File: config.mk
export PLATFORM = sky130hd
export DESIGN_NAME = fingerprint_three_nearest_locator_top
export DESIGN_NICKNAME = d
export VERILOG_FILES = /design/src/design/fnl_pkg.sv /design/src/design/fnl_lane.sv /design/src/design/fnl_merge.sv /design/src/design/fnl_centroid.sv /design/src/design/fingerprint_three_nearest_locator_top.sv
export SDC_FILE = /design/constraint.sdc
export NUM_CORES = 2
export LEC_CHECK = 0
export ABC_CLOCK_PERIOD_IN_PS = 6110
export BUFFER_PORTS_ARGS = -buffer_cell sky130_fd_sc_hd__buf_2
export CELL_PAD_IN_SITES_DETAIL_PLACEMENT = 1
export CELL_PAD_IN_SITES_GLOBAL_PLACEMENT = 2
export CORE_MARGIN = 5
export CORE_UTILIZATION = 35
export DETAILED_ROUTE_END_ITERATION = 10
export HOLD_SLACK_MARGIN = 0.08
export PLACE_DENSITY_LB_ADDON = 0.1
export SYNTH_ARGS = -nofsm -noshare
export SYNTH_HDL_FRONTEND = slang
export SYNTH_SLANG_ARGS = --single-unit
File: constraint.sdc
create_clock -name clk -period 6.11 [get_ports clk]
set_input_delay 0.3055 -clock clk [delete_from_list [all_inputs] [get_ports clk]]
set_output_delay 0.3055 -clock clk [all_outputs]
set_load 0.005 [all_outputs]
File: src/design/fnl_pkg.sv
// Shared types and constants for the three-nearest fingerprint locator.
// No dependencies; every design file imports this package.
package fnl_pkg;

  // Default geometry, handed to the top level as parameter defaults.
  localparam int GRID_COLS_DEF = 8;
  localparam int GRID_ROWS_DEF = 8;
  localparam int NUM_APS_DEF   = 4;

  // Number of signal-strength fields carried on the input ports.
  localparam int PORT_APS = 4;

  localparam int RSS_W   = 12;
  localparam int SQ_W    = 24;  // square of a 13-bit difference fits in 24 bits
  localparam int DIST_W  = 27;
  localparam logic [DIST_W-1:0] DIST_CAP = 27'd85332992;  // 333332 in Q.8

  localparam int COORD_W = 6;
  localparam int SUM_W   = 8;   // three coordinates of up to 63
  localparam int SCALE_W = 4;
  localparam logic [SCALE_W-1:0] SCALE_RST = 4'd2;
  localparam int PROD_W  = SUM_W + SCALE_W;
  localparam int NUM_W   = PROD_W + 8;

  // Division by three as a multiply by a rounded-up reciprocal.
  localparam int RECIP_SHIFT = NUM_W + 2;
  localparam int RECIP_W     = RECIP_SHIFT - 1;
  localparam logic [RECIP_W-1:0] RECIP_3 = RECIP_W'(((1 << RECIP_SHIFT) + 2) / 3);
  localparam int MULT_W      = NUM_W + RECIP_W;
  localparam int QUOT_W      = MULT_W - RECIP_SHIFT;

  localparam int POS_W = 15;
  localparam logic [POS_W-1:0] POS_MAX = 15'd32767;

  // Tag that travels with a cell through the distance pipeline.
  typedef struct packed {
    logic               valid;
    logic               usable;
    logic [COORD_W-1:0] x;
    logic [COORD_W-1:0] y;
  } tag_t;

endpackage

File: src/design/fnl_lane.sv
// One access-point lane: difference of reference and query strength, squared.
// Depends on fnl_pkg for field widths.
module fnl_lane
  import fnl_pkg::*;
(
  input  logic                    clk,
  input  logic signed [RSS_W-1:0] ref_rss,
  input  logic signed [RSS_W-1:0] qry_rss,
  output logic [SQ_W-1:0]         sq
);

  logic signed [RSS_W:0]     diff;
  logic signed [2*RSS_W+1:0] prod;

  always_comb begin
    diff = {ref_rss[RSS_W-1], ref_rss} - {qry_rss[RSS_W-1], qry_rss};
    prod = diff * diff;
  end

  always_ff @(posedge clk) begin
    sq <= prod[SQ_W-1:0];
  end

endmodule

File: src/design/fnl_merge.sv
// Merging stage: sums the lane squares into a distance and keeps the three
// nearest cells in order. Depends on fnl_pkg.
module fnl_merge
  import fnl_pkg::*;
#(
  parameter int NUM_APS = NUM_APS_DEF
) (
  input  logic                            clk,
  input  logic                            rst,
  input  logic                            start,
  input  tag_t                            tag_in,
  input  logic [NUM_APS-1:0][SQ_W-1:0]    sq,
  output logic                            busy,
  output logic [SUM_W-1:0]                sum_x,
  output logic [SUM_W-1:0]                sum_y
);

  logic [DIST_W-1:0]  dist_sum;
  logic [DIST_W-1:0]  dist_r;
  tag_t               tag_r;
  logic [DIST_W-1:0]  best_dist [3];
  logic [COORD_W-1:0] best_x [3];
  logic [COORD_W-1:0] best_y [3];
  logic               take;

  always_comb begin
    dist_sum = '0;
    for (int a = 0; a < NUM_APS; a++) begin
      dist_sum = dist_sum + DIST_W'(sq[a]);
    end
  end

  always_ff @(posedge clk) begin
    dist_r       <= dist_sum;
    tag_r.usable <= tag_in.usable;
    tag_r.x      <= tag_in.x;
    tag_r.y      <= tag_in.y;
    if (rst) begin
      tag_r.valid <= 1'b0;
    end else begin
      tag_r.valid <= tag_in.valid;
    end
  end

  assign take = tag_r.valid && tag_r.usable;

  // Strict less-than: an equal distance found later never displaces an earlier cell.
  always_ff @(posedge clk) begin
    if (rst) begin
      for (int i = 0; i < 3; i++) begin
        best_dist[i] <= DIST_CAP;
        best_x[i]    <= '0;
        best_y[i]    <= '0;
      end
    end else if (start) begin
      for (int i = 0; i < 3; i++) begin
        best_dist[i] <= DIST_CAP;
      end
    end else if (take) begin
      if (dist_r < best_dist[0]) begin
        best_dist[2] <= best_dist[1];
        best_x[2]    <= best_x[1];
        best_y[2]    <= best_y[1];
        best_dist[1] <= best_dist[0];
        best_x[1]    <= best_x[0];
        best_y[1]    <= best_y[0];
        best_dist[0] <= dist_r;
        best_x[0]    <= tag_r.x;
        best_y[0]    <= tag_r.y;
      end else if (dist_r < best_dist[1]) begin
        best_dist[2] <= best_dist[1];
        best_x[2]    <= best_x[1];
        best_y[2]    <= best_y[1];
        best_dist[1] <= dist_r;
        best_x[1]    <= tag_r.x;
        best_y[1]    <= tag_r.y;
      end else if (dist_r < best_dist[2]) begin
        best_dist[2] <= dist_r;
        best_x[2]    <= tag_r.x;
        best_y[2]    <= tag_r.y;
      end
    end
  end

  assign busy  = tag_r.valid;
  assign sum_x = SUM_W'(best_x[0]) + SUM_W'(best_x[1]) + SUM_W'(best_x[2]);
  assign sum_y = SUM_W'(best_y[0]) + SUM_W'(best_y[1]) + SUM_W'(best_y[2]);

  a_sorted: assert property (@(posedge clk) disable iff (rst)
    best_dist[0] <= best_dist[1] && best_dist[1] <= best_dist[2])
    else $error("nearest-cell distances out of order");

  a_capped: assert property (@(posedge clk) disable iff (rst)
    best_dist[2] <= DIST_CAP)
    else $error("kept distance above the cap");

  a_start_clears: assert property (@(posedge clk) disable iff (rst)
    start |=> best_dist[0] == DIST_CAP && best_dist[2] == DIST_CAP)
    else $error("distances not reset at the start of a query");

  a_skip_unusable: assert property (@(posedge clk) disable iff (rst)
    tag_r.valid && !tag_r.usable && !start |=>
      $stable(best_dist[0]) && $stable(best_x[0]) && $stable(best_y[0]) &&
      $stable(best_dist[2]) && $stable(best_x[2]) && $stable(best_y[2]))
    else $error("unusable cell changed the nearest set");

endmodule

File: src/design/fnl_centroid.sv
// Centroid unit: multiplies the coordinate sums by the grid scale, divides by
// three through a reciprocal multiply and saturates. Depends on fnl_pkg.
module fnl_centroid
  import fnl_pkg::*;
(
  input  logic               clk,
  input  logic               rst,
  input  logic               start,
  input  logic [SCALE_W-1:0] scale,
  input  logic [SUM_W-1:0]   sum_x,
  input  logic [SUM_W-1:0]   sum_y,
  output logic               done,
  output logic [POS_W-1:0]   pos_x,
  output logic [POS_W-1:0]   pos_y
);

  logic [PROD_W-1:0] prod_x;
  logic [PROD_W-1:0] prod_y;
  logic              prod_valid;
  logic [MULT_W-1:0] mult_x;
  logic [MULT_W-1:0] mult_y;
  logic [QUOT_W-1:0] quot_x;
  logic [QUOT_W-1:0] quot_y;

  always_ff @(posedge clk) begin
    prod_x <= PROD_W'(scale) * PROD_W'(sum_x);
    prod_y <= PROD_W'(scale) * PROD_W'(sum_y);
  end

  // The reciprocal error stays below one sixth, so the truncated quotient is exact.
  always_comb begin
    mult_x = MULT_W'({prod_x, 8'd0}) * MULT_W'(RECIP_3);
    mult_y = MULT_W'({prod_y, 8'd0}) * MULT_W'(RECIP_3);
    quot_x = mult_x[MULT_W-1:RECIP_SHIFT];
    quot_y = mult_y[MULT_W-1:RECIP_SHIFT];
  end

  always_ff @(posedge clk) begin
    pos_x <= (quot_x > QUOT_W'(POS_MAX)) ? POS_MAX : quot_x[POS_W-1:0];
    pos_y <= (quot_y > QUOT_W'(POS_MAX)) ? POS_MAX : quot_y[POS_W-1:0];
  end

  always_ff @(posedge clk) begin
    if (rst) begin
      prod_valid <= 1'b0;
      done       <= 1'b0;
    end else begin
      prod_valid <= start;
      done       <= prod_valid;
    end
  end

endmodule

File: src/design/fingerprint_three_nearest_locator_top.sv
// Load request: written into the reference memory at acceptance.
// Query request: the result follows a scan of all GRID_COLS*GRID_ROWS cells, the pipeline
// drain and the centroid step; the next request is taken once the result is in the output
// register. The scan reads the reference memory's single read port, one cell per cycle.
// Reset (synchronous) clears control, grid_scale to 2 and the kept cells to zero;
// the reference memory is not cleared and must be loaded before it is searched.
module fingerprint_three_nearest_locator_top
  import fnl_pkg::*;
#(
  parameter int GRID_COLS = GRID_COLS_DEF,
  parameter int GRID_ROWS = GRID_ROWS_DEF,
  parameter int NUM_APS   = NUM_APS_DEF
) (
  input  logic                    clk,
  input  logic                    rst,
  input  logic                    cfg_valid,
  output logic                    cfg_ready,
  input  logic [SCALE_W-1:0]      cfg_data,
  input  logic                    in_valid,
  output logic                    in_stall,
  input  logic                    mode,
  input  logic [2:0]              cell_x,
  input  logic [2:0]              cell_y,
  input  logic                    cell_usable,
  input  logic signed [RSS_W-1:0] rss_ap0,
  input  logic signed [RSS_W-1:0] rss_ap1,
  input  logic signed [RSS_W-1:0] rss_ap2,
  input  logic signed [RSS_W-1:0] rss_ap3,
  output logic                    out_valid,
  input  logic                    out_stall,
  output logic [POS_W-1:0]        pos_x_q8,
  output logic [POS_W-1:0]        pos_y_q8
);

  localparam int NUM_CELLS = GRID_COLS * GRID_ROWS;
  localparam int CW        = $clog2(NUM_CELLS);
  localparam int XW        = $clog2(GRID_COLS);
  localparam int YW        = (GRID_ROWS > 1) ? $clog2(GRID_ROWS) : 1;
  localparam int MEM_W     = NUM_APS * RSS_W + 1;

  typedef enum logic [2:0] {IDLE, SCAN, DRAIN, FINISH, HOLD} state_t;

  state_t                   state;
  logic [SCALE_W-1:0]       grid_scale;
  logic [MEM_W-1:0]         mem [NUM_CELLS];
  logic [MEM_W-1:0]         entry;
  logic [MEM_W-1:0]         wr_data;
  logic [CW-1:0]            wr_addr;
  logic [CW-1:0]            rd_addr;
  logic [XW-1:0]            x_cnt;
  logic [YW-1:0]            y_cnt;
  logic                     load_we;
  logic                     query_go;
  logic                     out_free;
  logic                     out_load;
  logic                     pipe_empty;
  logic                     cen_start;
  logic signed [3:0][RSS_W-1:0] rss_port;
  logic signed [RSS_W-1:0]  rss_in [NUM_APS];
  logic signed [RSS_W-1:0]  qry [NUM_APS];
  logic [NUM_APS-1:0][SQ_W-1:0] sq;
  tag_t                     tag1;
  tag_t                     tag2;
  logic                     merge_busy;
  logic [SUM_W-1:0]         sum_x;
  logic [SUM_W-1:0]         sum_y;
  logic                     cen_done;
  logic [POS_W-1:0]         cen_x;
  logic [POS_W-1:0]         cen_y;

  assign cfg_ready = 1'b1;
  assign in_stall  = (state != IDLE);
  assign out_free  = !out_valid || !out_stall;
  assign out_load  = out_free && (((state == FINISH) && cen_done) || (state == HOLD));

  // Access points beyond the four carried on the ports read as zero.
  assign rss_port = {rss_ap3, rss_ap2, rss_ap1, rss_ap0};

  always_comb begin
    wr_data    = '0;
    wr_data[0] = cell_usable;
    for (int a = 0; a < NUM_APS; a++) begin
      rss_in[a] = (a < PORT_APS) ? rss_port[2'(a)] : '0;
      wr_data[a*RSS_W+1 +: RSS_W] = rss_in[a];
    end
  end

  assign wr_addr  = CW'(int'(cell_x) * GRID_ROWS + int'(cell_y));
  assign load_we  = in_valid && !in_stall && !mode &&
                    (int'(cell_x) < GRID_COLS) && (int'(cell_y) < GRID_ROWS);
  assign query_go = in_valid && !in_stall && mode;

  always_ff @(posedge clk) begin
    if (rst) begin
      grid_scale <= SCALE_RST;
    end else if (cfg_valid && cfg_ready) begin
      grid_scale <= cfg_data;
    end
  end

  always_ff @(posedge clk) begin
    if (load_we) begin
      mem[wr_addr] <= wr_data;
    end
    entry <= mem[rd_addr];
  end

  always_ff @(posedge clk) begin
    if (query_go) begin
      for (int a = 0; a < NUM_APS; a++) begin
        qry[a] <= rss_in[a];
      end
    end
  end

  // Cell tags follow the memory read and the lane registers.
  always_ff @(posedge clk) begin
    if (rst) begin
      tag1.valid <= 1'b0;
      tag2.valid <= 1'b0;
    end else begin
      tag1.valid <= (state == SCAN);
      tag2.valid <= tag1.valid;
    end
    tag1.usable <= 1'b0;
    tag1.x      <= COORD_W'(x_cnt);
    tag1.y      <= COORD_W'(y_cnt);
    tag2.usable <= entry[0];
    tag2.x      <= tag1.x;
    tag2.y      <= tag1.y;
  end

  for (genvar a = 0; a < NUM_APS; a++) begin : g_lane
    fnl_lane u_lane (
      .clk     (clk),
      .ref_rss (entry[a*RSS_W+1 +: RSS_W]),
      .qry_rss (qry[a]),
      .sq      (sq[a])
    );
  end

  fnl_merge #(
    .NUM_APS (NUM_APS)
  ) u_merge (
    .clk    (clk),
    .rst    (rst),
    .start  (query_go),
    .tag_in (tag2),
    .sq     (sq),
    .busy   (merge_busy),
    .sum_x  (sum_x),
    .sum_y  (sum_y)
  );

  assign pipe_empty = !tag1.valid && !tag2.valid && !merge_busy;
  assign cen_start  = (state == DRAIN) && pipe_empty;

  fnl_centroid u_centroid (
    .clk   (clk),
    .rst   (rst),
    .start (cen_start),
    .scale (grid_scale),
    .sum_x (sum_x),
    .sum_y (sum_y),
    .done  (cen_done),
    .pos_x (cen_x),
    .pos_y (cen_y)
  );

  always_ff @(posedge clk) begin
    if (rst) begin
      state     <= IDLE;
      rd_addr   <= '0;
      x_cnt     <= '0;
      y_cnt     <= '0;
      out_valid <= 1'b0;
    end else begin
      if (out_load) begin
        out_valid <= 1'b1;
        pos_x_q8  <= cen_x;
        pos_y_q8  <= cen_y;
      end else if (!out_stall) begin
        out_valid <= 1'b0;
      end
      case (state)
        IDLE: begin
          rd_addr <= '0;
          x_cnt   <= '0;
          y_cnt   <= '0;
          if (query_go) begin
            state <= SCAN;
          end
        end
        SCAN: begin
          rd_addr <= rd_addr + 1'b1;
          if (y_cnt == YW'(GRID_ROWS - 1)) begin
            y_cnt <= '0;
            x_cnt <= x_cnt + 1'b1;
          end else begin
            y_cnt <= y_cnt + 1'b1;
          end
          if (rd_addr == CW'(NUM_CELLS - 1)) begin
            state <= DRAIN;
          end
        end
        DRAIN: begin
          if (pipe_empty) begin
            state <= FINISH;
          end
        end
        FINISH: begin
          if (cen_done) begin
            if (out_free) begin
              state <= IDLE;
            end else begin
              state <= HOLD;
            end
          end
        end
        HOLD: begin
          if (out_free) begin
            state <= IDLE;
          end
        end
        default: begin
          state <= IDLE;
        end
      endcase
    end
  end

endmodule
### Word-level counts from Yosys, hierarchy flattened

Memories as Yosys holds them, arrays and structs flattened. A register that Yosys moved wholly into a read port is not among the register bits.
Cells that the tools add are included.
W data, S select, Z words.

* memories: 5
* register bits after elaboration: 301
* output and inout port bits: 33
* memory bits (writable): 1765
* input port bits: 65

Memory list
* mem: words 64, width 25, rd ports 1, clocked after Yosys merged registers in 1, write ports 1, RTL line fingerprint_three_nearest_locator_top.sv:45 `logic [MEM_W-1:0] mem [NUM_CELLS];`
* u_merge.best_dist: words 3, width 27, rd ports 3, clocked after Yosys merged registers in 0, write ports 3, RTL line fnl_merge.sv:21 `logic [DIST_W-1:0] best_dist [3];`
* qry: words 4, width 12, rd ports 4, clocked after Yosys merged registers in 0, write ports 4, RTL line fingerprint_three_nearest_locator_top.sv:60 `logic signed [RSS_W-1:0] qry [NUM_APS];`
* u_merge.best_x: words 3, width 6, rd ports 3, clocked after Yosys merged registers in 0, write ports 3, RTL line fnl_merge.sv:22 `logic [COORD_W-1:0] best_x [3];`
* u_merge.best_y: words 3, width 6, rd ports 3, clocked after Yosys merged registers in 0, write ports 3, RTL line fnl_merge.sv:23 `logic [COORD_W-1:0] best_y [3];`

* $lt $le $gt $ge: 5
* reduce and logical (&&, ||, !) cells: 24
* muxes and demuxes: 61
* add/sub/neg operators: 15
* multipliers: 8
* equal/unequal tests: 13
* bitwise operators: 22

Operators by type and width (number)
* $mux W27: 9
* $mul A13 B13 Y24: 4
* $lt A27 B27 Y1: 3
* $mux W6: 12
* $mul A12 B20 Y32 const B: 2
* $add A27 B24 Y27: 2
* $sub A12 B12 Y13: 4
* $gt A19 B15 Y1 const B: 2
* $mux W1: 28
* $add A24 B24 Y25: 1
* $mul A4 B8 Y12: 2
* $mux W3: 8
* $or A1 B1 Y1: 21
* $add A8 B6 Y8: 2
* $pmux W3 S5: 1
* $add A6 B6 Y7: 2
* $pmux W3 S2: 2
* $pmux W6 S2: 1
* $logic_and A1 B1 Y1: 9
* $ne A2 B1 Y1 const B: 4
* $logic_not A1 Y1: 7
* $add A3 B1 Y3 const B: 2
* $add A6 B1 Y6 const B: 1
* $add A6 B3 Y6: 1
* other kinds (12): 18

### Depth between registers and ports, before layout

* word-level depth: 11
* depth in mapped cells: 19

### Cells and area by module

A second synthesis with hierarchy kept.

* cell total of the unflattened synthesis: 7731
* area total of the unflattened synthesis: 110517.2 um^2

Modules (own cells, without submodules)
* fingerprint_three_nearest_locator_top: area each 64538.1 um^2, sequential area each 50868.8 um^2, cells an instance 2904, instances 1
* fnl_lane (g_lane[2].u_lane ...): area each 6301.0 um^2, sequential area each 460.4 um^2, cells an instance 684, instances 2
* fnl_merge: area each 10946.7 um^2, sequential area each 4314.1 um^2, cells an instance 1001, instances 1
* fnl_centroid: area each 9585.4 um^2, sequential area each 1121.1 um^2, cells an instance 1061, instances 1
* fnl_lane (g_lane[1].u_lane): area each 6436.2 um^2, sequential area each 460.4 um^2, cells an instance 697, instances 1
* fnl_lane (g_lane[0].u_lane): area each 6408.6 um^2, sequential area each 460.4 um^2, cells an instance 700, instances 1

### Worst setup path before layout

OpenSTA, ideal clock, no wires.

* path type: register -> register
* start: register u_centroid.prod_x[3]
* end: register u_centroid.pos_x[0]
* buffers on the path: 1
* path slack: 1.309 ns
* cell stages (with the launch flop): 19
* arrival time: 4.679 ns
* setup time: 0.121 ns
* clock period less this slack: 4.801 ns
* cell sequence: dfxtp_1 > ha_1 > ha_1 > inv_1 > fa_1 > inv_1 > fa_1 > inv_1 > fa_1 > inv_1 > ha_1 > and3_1 > a221o_1 > a221oi_2 > inv_2 > a21o_1 > a221oi_4 > buf_6 > nand3_1

* longest elaborated chain between the ends: 2

RTL lines
* from (decl): RTL line fnl_centroid.sv:17 `logic [PROD_W-1:0] prod_x;`
* from (signal assigned): RTL line fnl_centroid.sv:26 `prod_x <= PROD_W'(scale) * PROD_W'(sum_x);`
* $mul A12 B20 Y32 (*): RTL line fnl_centroid.sv:32 `mult_x = MULT_W'({prod_x, 8'd0}) * MULT_W'(RECIP_3);`
* $gt A19 B15 Y1: RTL line fnl_centroid.sv:39 `pos_x <= (quot_x > QUOT_W'(POS_MAX)) ? POS_MAX : quot_x[POS_W-1:0];`
* to (signal assigned): RTL line fnl_centroid.sv:39
* to (decl): RTL line fnl_centroid.sv:13 `output logic [POS_W-1:0] pos_x,`

Mark *: on every way between the ends. The rest lies on a longest branch, timed or not.
A chain may end at the register's enable or synchronous reset.

### Final worst setup path

* start: register u_centroid.prod_x[5]
* end: register u_centroid.pos_x[12]

The elaborated chain is that of the path after synthesis.

==> results_dict.tcl <==
set metrics [dict create \
    fp.dieArea_um2 57300 \
    floorplan.core_area_um2 52300 \
    fin_worst_skew_ns 0.0202 \
    min_period_over_period 0.883 \
    power_density_nw_per_um2 408 \
    worst_path_slowest_cell "sky130_fd_sc_hd__a221oi_4" \
    critical-path-max-stage-delay_ns 0.60 \
    hold_viol 0 \
    synthesis.instances 1382 \
    arrival_time_of_the_worst_setup_path_ns 5.79 \
    synthesis_warnings 0 \
    number_of_top_level_pins 98 \
    path_class "flop to flop" \
    first_global_vias 11500 \
    placement.io_buffers 50 \
    critical_path_required_ns 6.50 \
    synth_edf_count 248 \
    drcViolationCount 0 \
    min_path_type "input port to flop" \
    num_vias 10300 \
    postCtsSetupBuffers 0 \
    slew_headroom 0.214 \
    first_iter_violations 356 \
    finish.net_count 1759 \
    clock_sink_count 349 \
    cts_tree "built" \
    post-layout-total-power_mw 8.48 \
    grt_remaining_overflow 0 \
    chipHeight_um 239 \
    tightestPinTransition_ns 1.18 \
    place_hpwl_um 27700 \
    critical_path.endpoint_type "flop" \
    detail_routed_via_count_per_cell 4.78 \
    highest_clock_rate_mhz 185 \
    clockRootBuffer "sky130_fd_sc_hd__clkbuf_16" \
    synth_async_sr_flop_share 0 \
    clk_pin_slew_ns 0.06 \
    gp_congestion 0.724 \
    timing.critical_path.fanout_max 15 \
    ys_seq_elements 349 \
    status "complete, no violations" \
    drt.antenna.violating_nets 0 \
    routedWlPerCell_um 17.7 \
    syn_to_final_growth_pct 12.9 \
    synth_cell_types 68 \
    critical_path.n_buffers_inverters 5 \
    grt_max_degree 66 \
    maxCapViolations 0 \
    postLayoutCellArea_um2 20800 \
    worst_setup_slack_after_layout_ns 0.717 \
    fp.dieW_um 239 \
    initial_core_util 0.352 \
    ctsLongestPathBuffers 3 \
    grt_antenna_before_repair 1 \
    clock_insertion_delay_worst_skew_ns 0.56 \
    drt_first_pass_iters 4 \
    post_synth.cell_area_avg_um2 13.3 \
    report.final.setup_viol 0 \
    clock_buffer_count_from_cts 41 \
    cell_family_contributing_the_most_delay_on_the_critical_path "adder cells" \
    rsz_0062_raised_after_global_routing "no" \
    antenna_fix_cells 0 \
    power.ir.vdd_worst_v 0.000236 \
    wl_um 38200 \
    fin_tns_setup_ns 0 \
    placement_rows 84 \
    synth.yosys.seq_area_share 0.515 \
    synthFlopType "sky130_fd_sc_hd__edfxtp_1" \
    p_leak_nw 8.57 \
    grt_use_total 0.137 \
    layout-drive-gt1-share 0.142 \
    timing.final.max_slew_violations 0 \
    synthesis.nets 1697 \
    hold_ws_ns 0.263 \
    critical-path-top-cell-by-count "sky130_fd_sc_hd__inv_1" \
    cp_cell_sequence "ha_1 -> ha_1 -> inv_1 -> fa_1 -> inv_1 -> fa_1 -> inv_1 -> fa_1 -> inv_1 -> ha_1 -> and3_1 -> a221o_1 -> a221oi_2 -> inv_2 -> a21o_1 -> a221oi_4 -> nand3_1" \
    dpl_cell_area_um2 19400 \
    finalCriticalPeriod_ns 5.39 \
    wire_length_of_the_first_global_routing_pass_um 62400 \
    syn-cell-area_um2 18400 \
    start_kind "flop" \
    ctsHtreeMaxLevel 2 \
    preCtsSetupSlack_ns 0.660 \
]
## sequential cells by signal, summed over array words and instances, names as in the netlist, 3 cells and up
name / count
rd_addr: 6
u_centroid.prod_x: 10
entry: 3
u_merge.best_dist: 6
u_merge.best_x: 9
state: 3
grid_scale: 4
pos_x_q8: 15
u_merge.best_y: 9
u_centroid.pos_y: 15
u_merge.tag_r: 7
tag2: 8
pos_y_q8: 15
mem: 192
y_cnt: 3
x_cnt: 3
tag1: 7
u_centroid.pos_x: 15
u_centroid.prod_y: 10
## path summary, 6_finish.rpt
| path | cells after the start | slack [ns] | endpoint | startpoint |
|---|---|---|---|---|
| hold / removal | 2 | 0.26 | y_cnt[0] | rst |
| hold reg to reg | 0 | 0.33 | tag2[1] | tag1[1] |
| setup / recovery | 17 | 0.72 | u_centroid.pos_x[12] | u_centroid.prod_x[5] |
| setup reg to reg | 17 | 0.72 | u_centroid.pos_x[12] | u_centroid.prod_x[5] |
## logic make-up after synthesis
group | count (synthesis) | synth area share
flip-flops | 349 | 0.515
XOR/XNOR | 34 | 0.0166
adder cells (fa/ha/maj) | 250 | 0.202
other | 1 | 0.000204
AND/OR/NAND/NOR | 310 | 0.0815
AO/OA/AOI/OAI | 152 | 0.0575
multiplexers | 73 | 0.0826
buffers and inverters | 213 | 0.0452
## worst reg2reg max path: stages, from the launching register on
cell and delay (ns):
sky130_fd_sc_hd__dfxtp_1 0.40, sky130_fd_sc_hd__ha_1 0.30, sky130_fd_sc_hd__ha_1 0.31, sky130_fd_sc_hd__inv_1 0.06
sky130_fd_sc_hd__fa_1 0.50, sky130_fd_sc_hd__inv_1 0.05, sky130_fd_sc_hd__fa_1 0.53, sky130_fd_sc_hd__inv_1 0.06
sky130_fd_sc_hd__fa_1 0.54, sky130_fd_sc_hd__inv_1 0.05, sky130_fd_sc_hd__ha_1 0.33, sky130_fd_sc_hd__and3_1 0.17
sky130_fd_sc_hd__a221o_1 0.38, sky130_fd_sc_hd__a221oi_2 0.48, sky130_fd_sc_hd__inv_2 0.07, sky130_fd_sc_hd__a21o_1 0.22
sky130_fd_sc_hd__a221oi_4 0.60, sky130_fd_sc_hd__nand3_1 0.19
## layer usage
metal,global-route usage,share of wire,vias to the layer above
met5,0,0.00034,-
met4,0.0386,0.022,2
met3,0.0260,0.035,53
met2,0.247,0.52,109
met1,0.168,0.43,5133
li1,-,-,5038
## area by class of cell
| type | count | area (µm²) |
|---|---|---|
| Clock inverter | 24 | 226 |
| Clock buffer | 50 | 1100 |
| Fill cell | 5450 | 31600 |
| Tap cell | 688 | 861 |
| Inverter | 169 | 634 |
| Multi-Input combinational cell | 820 | 8110 |
| Timing Repair Buffer | 63 | 370 |
| Sequential cell | 349 | 9470 |
## cells in the final DEF (no fill, tap or decap), drive strengths merged, types with 3 or more instances in the layout
| cell | synthesis | routed |
|---|---|---|
| a211oi | 3 | 3 |
| dfxtp | 101 | 101 |
| o211ai | 5 | 5 |
| o21ai | 19 | 19 |
| xor2 | 16 | 16 |
| clkinv | 0 | 13 |
| o21bai | 6 | 6 |
| nand3b | 6 | 6 |
| inv | 169 | 173 |
| xnor2 | 18 | 18 |
| mux2i | 9 | 9 |
| nand2b | 7 | 7 |
| and2 | 19 | 19 |
| nor2b | 22 | 22 |
| ha | 172 | 172 |
| and3 | 9 | 9 |
| edfxtp | 248 | 248 |
| a21o | 24 | 24 |
| or2 | 7 | 7 |
| a22o | 7 | 7 |
| fa | 78 | 78 |
| dlygate4sd3 | 0 | 9 |
| clkinvlp | 0 | 5 |
| nor3b | 5 | 5 |
| a21oi | 59 | 59 |
| buf | 17 | 54 |
| a211o | 3 | 3 |
| mux4 | 63 | 63 |
| nor3 | 12 | 12 |
| nand2 | 64 | 64 |
| or3 | 3 | 3 |
| a221oi | 4 | 4 |
| nand4 | 6 | 6 |
| o21a | 3 | 3 |
| nand3 | 31 | 31 |
| clkbuf | 27 | 50 |
| nor2 | 111 | 111 |
## per-stage QoR
step | cells | utilization
floorplan | 1382 | -
global placement | 2080 | 0.370
detailed placement | 2080 | 0.370
CTS | 2163 | 0.397
global route | 2163 | 0.397
finish | 2163 | 0.397
## what timing repair did
| action | in CTS | in global routing |
|---|---|---|
| resized for setup | 0 | 0 |
| endpoints found under the hold margin | 6 | 0 |
| hold buffers | 9 | 0 |
## cells in the mapped netlist, drive strengths merged, types with 12 or more instances
cell | number | area share
nand3 | 31 | 0.0084
a21oi | 59 | 0.016
dfxtp | 101 | 0.11
xnor2 | 18 | 0.0086
a21o | 24 | 0.0098
ha | 172 | 0.12
inv | 169 | 0.034
clkbuf | 27 | 0.0055
mux4 | 63 | 0.077
buf | 17 | 0.0052
fa | 78 | 0.085
xor2 | 16 | 0.0080
nor2 | 111 | 0.023
edfxtp | 248 | 0.40
nor2b | 22 | 0.0075
nand2 | 64 | 0.013
o21ai | 19 | 0.0052
nor3 | 12 | 0.0041
and2 | 19 | 0.0065
## power by group
part | switching, mW | internal, mW
combinational | 1.94 | 1.36
clock | 0.997 | 1.39
sequential | 0.0692 | 2.73
(Power assumes the default switching activity.)
